--- config.mk ---
export PLATFORM = sky130hd
export DESIGN_NAME = signed_day_difference
export DESIGN_NICKNAME = d
export VERILOG_FILES = /design/src/rtl/sdd_pkg.sv /design/src/rtl/signed_day_difference.sv
export SDC_FILE = /design/constraint.sdc
export NUM_CORES = 1
export LEC_CHECK = 0
export BUFFER_PORTS_ARGS = -buffer_cell sky130_fd_sc_hd__buf_4
export CORE_MARGIN = 1
export CORE_UTILIZATION = 43
export CTS_BUF_LIST = sky130_fd_sc_hd__clkbuf_16
export DETAILED_ROUTE_END_ITERATION = 7
export PLACE_DENSITY = 0.67
export SYNTH_ARGS = -nofsm -noshare
export SYNTH_HDL_FRONTEND = slang
export SYNTH_SLANG_ARGS = --single-unit
--- constraint.sdc ---
create_clock -name clk -period 11.59 [get_ports clk]
set_clock_uncertainty 0.1 [all_clocks]
set_input_delay 2.318 -clock clk [delete_from_list [all_inputs] [get_ports clk]]
set_output_delay 2.318 -clock clk [all_outputs]
set_load 0.1 [all_outputs]
--- src/rtl/sdd_pkg.sv ---
package sdd_pkg;

  localparam int MAX_YEAR     = 9999;
  localparam int OFFSET_LIMIT = 4194303;

  localparam int DAY_W    = 5;
  localparam int MONTH_W  = 4;
  localparam int YEAR_W   = 14;
  localparam int OFFSET_W = 23;
  localparam int CFG_W    = 14;
  localparam int CFG_IDX_W = 2;

  // Configuration register indexes
  localparam logic [CFG_IDX_W-1:0] REG_REF_DAY   = 2'd0;
  localparam logic [CFG_IDX_W-1:0] REG_REF_MONTH = 2'd1;
  localparam logic [CFG_IDX_W-1:0] REG_REF_YEAR  = 2'd2;

  localparam logic [MONTH_W-1:0] MONTH_JAN = 4'd1;
  localparam logic [MONTH_W-1:0] MONTH_FEB = 4'd2;
  localparam logic [MONTH_W-1:0] MONTH_APR = 4'd4;
  localparam logic [MONTH_W-1:0] MONTH_JUN = 4'd6;
  localparam logic [MONTH_W-1:0] MONTH_SEP = 4'd9;
  localparam logic [MONTH_W-1:0] MONTH_NOV = 4'd11;
  localparam logic [MONTH_W-1:0] MONTH_DEC = 4'd12;

  // Reciprocal of 25 scaled by 2^17; exact floor for every 14-bit year
  localparam int RECIP25_SHIFT = 17;
  localparam logic [12:0] RECIP25 = 13'd5243;

  typedef enum logic [3:0] {
    ST_IDLE  = 4'b0001,
    ST_CHK_T = 4'b0010,
    ST_CHK_R = 4'b0100,
    ST_WALK  = 4'b1000
  } state_t;

  // Gregorian leap rule: by 4, and not by 100 unless by 400.
  // By 100 is by 4 and 25; by 400 is by 16 and 25.
  function automatic logic is_leap(input logic [YEAR_W-1:0] y);
    logic [YEAR_W+12:0] prod;
    logic [9:0]         q;
    logic [YEAR_W-1:0]  q25;
    logic               div4;
    logic               div16;
    logic               div25;
    prod  = {13'd0, y} * {{YEAR_W{1'b0}}, RECIP25};
    q     = prod[RECIP25_SHIFT +: 10];
    q25   = {4'd0, q} + {q, 4'd0} + {1'b0, q, 3'd0};
    div4  = (y[1:0] == 2'd0);
    div16 = (y[3:0] == 4'd0);
    div25 = (q25 == y);
    return div4 && (!div25 || div16);
  endfunction

  function automatic logic [DAY_W-1:0] month_len(input logic [MONTH_W-1:0] m,
                                                 input logic leap);
    logic [DAY_W-1:0] len;
    case (m) inside
      MONTH_FEB:                               len = leap ? 5'd29 : 5'd28;
      MONTH_APR, MONTH_JUN, MONTH_SEP, MONTH_NOV: len = 5'd30;
      default:                                 len = 5'd31;
    endcase
    return len;
  endfunction

endpackage

--- src/rtl/signed_day_difference.sv ---
// Channel    Ports                                        Handshake
// ---------  -------------------------------------------  ------------------------------
// command    target_day, target_month, target_year       start high while busy is low
// result     day_offset, date_invalid                    done high for one cycle
// config     wr_index, wr_data                           wr_en high, no wait
//
// An item walks the earlier date forward one day a cycle through a single
// date incrementer until it meets the later date. busy stays high through
// both checks and the walk over the absolute day difference (up to 3652058
// across years 1..9999); done rises as busy falls. An invalid target holds
// busy for one cycle and an invalid reference for both checks, done again
// rising as busy falls. rst clears control and loads the reference date
// 1 January 2000. The receiver cannot stall: each result shows for one cycle.
module signed_day_difference (
  input  logic                          clk,
  input  logic                          rst,
  input  logic                          start,
  output logic                          busy,
  input  logic [sdd_pkg::DAY_W-1:0]     target_day,
  input  logic [sdd_pkg::MONTH_W-1:0]   target_month,
  input  logic [sdd_pkg::YEAR_W-1:0]    target_year,
  output logic                          done,
  output logic signed [sdd_pkg::OFFSET_W-1:0] day_offset,
  output logic                          date_invalid,
  input  logic                          wr_en,
  input  logic [sdd_pkg::CFG_IDX_W-1:0] wr_index,
  input  logic [sdd_pkg::CFG_W-1:0]     wr_data
);
  import sdd_pkg::*;

  // Reference date registers
  logic [DAY_W-1:0]   ref_day;
  logic [MONTH_W-1:0] ref_month;
  logic [YEAR_W-1:0]  ref_year;

  state_t state;
  state_t state_next;

  // Running date (the one that advances) and the date it must reach
  logic [DAY_W-1:0]    cur_d;
  logic [MONTH_W-1:0]  cur_m;
  logic [YEAR_W-1:0]   cur_y;
  logic [DAY_W-1:0]    end_d;
  logic [MONTH_W-1:0]  end_m;
  logic [YEAR_W-1:0]   end_y;
  logic [OFFSET_W-1:0] count;
  logic                neg;

  // Shared date unit: leap rule, month length, validity and next day
  logic               cur_leap;
  logic [DAY_W-1:0]   cur_len;
  logic               cur_ok;
  logic               month_end;
  logic [DAY_W-1:0]   step_d;
  logic [MONTH_W-1:0] step_m;
  logic [YEAR_W-1:0]  step_y;
  logic               cur_later;
  logic               at_end;

  always_comb begin
    cur_leap  = is_leap(cur_y);
    cur_len   = month_len(cur_m, cur_leap);
    cur_ok    = (cur_m >= MONTH_JAN) && (cur_m <= MONTH_DEC)
             && (cur_y != '0) && (32'(cur_y) <= MAX_YEAR)
             && (cur_d != '0) && (cur_d <= cur_len);
    month_end = (cur_d == cur_len);
    step_d    = month_end ? DAY_W'(1) : cur_d + DAY_W'(1);
    step_m    = cur_m;
    step_y    = cur_y;
    if (month_end) begin
      if (cur_m == MONTH_DEC) begin
        step_m = MONTH_JAN;
        step_y = cur_y + YEAR_W'(1);
      end else begin
        step_m = cur_m + MONTH_W'(1);
      end
    end
    // In the reference check cur holds the reference and end the target
    cur_later = {end_y, end_m, end_d} > {cur_y, cur_m, cur_d};
    at_end    = {end_y, end_m, end_d} == {cur_y, cur_m, cur_d};
  end

  always_comb begin
    state_next = state;
    unique case (state)
      ST_IDLE:  if (start) state_next = ST_CHK_T;
      ST_CHK_T: state_next = cur_ok ? ST_CHK_R : ST_IDLE;
      ST_CHK_R: state_next = cur_ok ? ST_WALK : ST_IDLE;
      ST_WALK:  if (at_end) state_next = ST_IDLE;
      default:  state_next = ST_IDLE;
    endcase
  end

  assign busy = (state != ST_IDLE);

  // Configuration writes; an index beyond the list is dropped
  always_ff @(posedge clk) begin
    if (rst) begin
      ref_day   <= DAY_W'(1);
      ref_month <= MONTH_JAN;
      ref_year  <= YEAR_W'(2000);
    end else if (wr_en) begin
      unique case (wr_index)
        REG_REF_DAY:   ref_day   <= wr_data[DAY_W-1:0];
        REG_REF_MONTH: ref_month <= wr_data[MONTH_W-1:0];
        REG_REF_YEAR:  ref_year  <= wr_data[YEAR_W-1:0];
        default: ;
      endcase
    end
  end

  always_ff @(posedge clk) begin
    if (rst) begin
      state <= ST_IDLE;
      done  <= 1'b0;
    end else begin
      state <= state_next;
      done  <= ((state == ST_CHK_T) && !cur_ok)
            || ((state == ST_CHK_R) && !cur_ok)
            || ((state == ST_WALK) && at_end);
    end
  end

  // Datapath: load, swap and walk
  always_ff @(posedge clk) begin
    unique case (state)
      ST_IDLE: begin
        // Hold the target in cur for its validity check
        cur_d <= target_day;
        cur_m <= target_month;
        cur_y <= target_year;
      end
      ST_CHK_T: begin
        // Park the target, bring in the reference
        end_d <= cur_d;
        end_m <= cur_m;
        end_y <= cur_y;
        cur_d <= ref_day;
        cur_m <= ref_month;
        cur_y <= ref_year;
        if (!cur_ok) begin
          day_offset   <= '0;
          date_invalid <= 1'b1;
        end
      end
      ST_CHK_R: begin
        count <= '0;
        neg   <= !cur_later;
        if (!cur_later) begin
          // Target is not later: swap so the target walks up to the reference
          cur_d <= end_d;
          cur_m <= end_m;
          cur_y <= end_y;
          end_d <= cur_d;
          end_m <= cur_m;
          end_y <= cur_y;
        end
        if (!cur_ok) begin
          day_offset   <= '0;
          date_invalid <= 1'b1;
        end
      end
      ST_WALK: begin
        if (at_end) begin
          day_offset   <= neg ? -$signed(count) : $signed(count);
          date_invalid <= 1'b0;
        end else begin
          cur_d <= step_d;
          cur_m <= step_m;
          cur_y <= step_y;
          // Saturate at the offset limit
          if (32'(count) != OFFSET_LIMIT) count <= count + OFFSET_W'(1);
        end
      end
      default: ;
    endcase
  end

endmodule

==> qor_table.md <==
| Step | Quantity | Value |
|---|---|---|
| global route | Largest net degree at the start of global routing | 63 |
| clocking | Clock tree from TritonCTS | yes |
| synthesis | Total standard cell area after synthesis | 0.0109 mm2 |
| critical path | CP peak stage delay | 700 ps |
| placement | Cells after DPL | 1434 |
| sta | Peak clock frequency supported by timing | 99.0 MHz |
| critical path | Type of destination of the critical path | flip-flop |
| drt | Number of DRC violations after detailed routing | 0 |
| sta | Clock period minus worst slack | 10100 ps |
| synthesis | Top area cells in the synthesized netlist | edfxtp_1, ha_1, fa_1, dfxtp_1, inv_1 |
| floorplanning | Core Area | 0.0245 mm2 |
| cells and area | Most frequent cells in the layout | ha_1, inv_1, edfxtp_1 |
| synthesis | Biggest area consumer among synthesized cells | edfxtp_1 |
| drt | Number of routed nets with antenna violations | 0 |
| sta | Final worst slack | 1490 ps |
| cells and area | Number of standard cells in the final layout excluding fillers | 1466 |
| cells and area | Layout Area Growth over Synthesis | 13.3% |
| clocking | CTS root buffer | clkbuf_16 |
| sta | Final setup violating endpoints | 0 |
| synthesis | Post-synth top flop | edfxtp_1 |
| sta | Number of pins with negative max-slew slack in the final report | 0 |
| clocking | Sink Count | 122 |
| cells and area | Number of antenna diodes | 0 |
| synthesis | Proportion of synthesized flip-flops having asynchronous set or reset | 0% |
| floorplanning | Starting density of the core | 44.3% |
| critical path | Peak fanout along the critical path | 24 |
| clocking | TritonCTS buffer count | 17 |
| clocking | Post-CTS resize count | 0 |
| critical path | Cell with the most instances on the worst path | inv_1 |
| global route | Total gr overflow | 0 |
| clocking | H-tree depth | 4 |
| cells and area | Nets@finish | 1405 |
| floorplanning | Area of the die | 0.0259 mm2 |
| placement | Port-buffer cells | 68 |
| drt | Mean routed wirelength per cell | 16.7 um |
| clocking | Clock buffer depth | 2 |
| global route | Overall track demand over capacity in global routing | 19.6% |
| global route | Via count of the first global-routing pass | 7656 |
| sta | Final Hold Fails | 0 |
| clocking | Clock slew at reported path FFs | 60 ps |
| worst hold path | Class of the worst hold path | reg2reg |
| critical path | CP top delay family | adder cells |
| drt | Drt via density | 5.37 |
| critical path | Critical Setup Path Class | reg2reg |
| drt | Total iterations of the first detailed-routing run | 7 |
| critical path | Required time at the endpoint of the critical path | 11570 ps |
| run | Number of violations of the max-capacitance limit | 0 |
| critical path | Critical path buffer and inverter count | 7 |
| synthesis | Sequential element share of the synthesized area | 31.1% |
| sta | Fraction of the cycle the final worst path needs | 87.2% |
| sta | Slew HR | 26.5% |
| sta | Total negative slack | 0 ps |
| cells and area | Fraction of final layout cells with drive strength greater than 1 | 10.9% |
| floorplanning | Die Span Y | 161 um |
| placement | Sum of net half-perimeters after detailed placement | 19200 um |
| critical path | Arrival time worst endpoint | 10080 ps |
| synthesis | Cell count after synthesis | 1071 |
| drt | Vias | 7871 |
| global route | Number of antenna violations at the first check in global routing | 0 |
| synthesis | Count of flip-flops with a built-in enable after synthesis | 94 |
| sta | Setup repair after global routing missed its margin | no |
| clocking | Post-CTS setup-driven buffer insertion count | 0 |
| drt | Total detailed-routing wirelength | 24400 um |
| drt | Violation count after the first detailed-routing iteration | 530 |
| floorplanning | Row cnt | 57 |
| critical path | Crit-path slowest cell | edfxtp_1 |
| placement | Worst slack, placed | 1530 ps |
| synthesis | Number of synthesized register bits | 122 |
| synthesis | Mean post-synth cell area | 10.1 um2 |
| synthesis | Number of synthesis warnings | 0 |
| critical path | Critical path launch point type | flip-flop |
| synthesis | Mapped Nets | 1347 |
| placement | RD Place Congestion | 0.874 |
| global route | Wire length of the first global-routing pass | 40000 um |
| synthesis | Area share of the largest cell type after synthesis | 26.0% |
| sta | Transition time at the pin with the least slew margin | 1100 ps |
| floorplanning | Number of I/O pins | 69 |
| floorplanning | Horizontal die dimension | 161 um |
| cells and area | # fillers | 2267 |
| outcome | Run status | completed |
| clocking | Clock latency on the worst-skew pair | 410 ps |
| clocking | Hold buffers post-CTS | 0 |
| synthesis | Post-synthesis cell type count | 68 |
| cells and area | Most common cell after layout, fill and taps aside | ha_1 |
## per-stage QoR
| step | cell area [um2] | util, % | hold WS [ps] |
|---|---|---|---|
| floorplan | 10900 | - | 324 |
| global placement | 11700 | 47.8 | 347 |
| detailed placement | 11700 | 47.8 | 355 |
| CTS | 12300 | 50.2 | 362 |
| global route | 12300 | 50.2 | 385 |
| finish | 12300 | 50.2 | 358 |
## routing by layer
metal  vias to the layer above  GRT usage [%]  wire, um
li1                       3832              -         -
met1                      3803           27.4     11300
met2                       220           31.9     11500
met3                        16           3.87      1290
met4                         0           3.52       276
met5                         -              0         0
## final timing paths
check             slack (ps)                startpoint  cells after the start                        to
setup / recovery        1490       cur_y[10]$_DFFE_PP_                     37    date_invalid$_DFFE_PP_
hold reg to reg          360  ref_year[2]$_SDFFE_PP0P_                      2  ref_year[2]$_SDFFE_PP0P_
setup reg to reg        1490       cur_y[10]$_DFFE_PP_                     37    date_invalid$_DFFE_PP_
hold / removal           360  ref_year[2]$_SDFFE_PP0P_                      2  ref_year[2]$_SDFFE_PP0P_
## sequential cells by signal (all words and copies together) (netlist names)
register	cells
cur_d	5
day_offset	23
date_invalid	1
count	23
cur_m	4
end_d	5
done	1
cur_y	14
ref_month	4
neg	1
end_m	4
state	4
end_y	14
ref_year	14
ref_day	5
## cell usage after synthesis, types with 4 or more instances
cell / instances
ha_1: 163
inv_1: 149
edfxtp_1: 94
nor2_1: 90
fa_1: 70
nand2_1: 64
xnor2_1: 58
a21oi_1: 52
o21ai_0: 35
xor2_1: 30
clkbuf_1: 29
dfxtp_1: 28
nand3_1: 21
a222oi_1: 18
nand4_1: 18
nor3_1: 15
nand3b_1: 10
mux2i_1: 9
or3_1: 8
nor2b_1: 7
and3_1: 6
o21a_1: 6
a21o_1: 5
o211ai_1: 5
a211o_1: 4
a211oi_1: 4
and4_1: 4
buf_1: 4
nor4b_1: 4
or2_2: 4
## cells by family (layout without fill, tap and decap cells)
family | Yosys count | count (layout) | share of synthesized area (%)
mux | 9 | 9 | 0.829
compound gates | 165 | 165 | 10.6
xor+xnor | 88 | 88 | 7.09
simple gates | 268 | 268 | 12.1
fa+ha+maj | 233 | 233 | 31.7
buf+inv | 186 | 257 | 6.54
flops | 122 | 122 | 31.1
## area by class of cell
| class | instances | area, um2 | area share [%] |
|---|---|---|---|
| clock buffer | 17 | 425 | 3.46 |
| clock inverter | 15 | 160 | 1.30 |
| inverter | 150 | 563 | 4.58 |
| multi-input combinational | 763 | 6810 | 55.3 |
| sequential | 122 | 3380 | 27.5 |
| tap | 324 | 405 | 3.29 |
| timing repair buffer | 75 | 563 | 4.58 |
## worst min-delay path, stage by stage (launching register included)
cell and delay [ps]:
dfxtp_1 310, nand2_1 50, a21oi_1 50
Power is not shown: default switching activity piles up to over one toggle a cycle in this logic, so the estimate is an artifact.
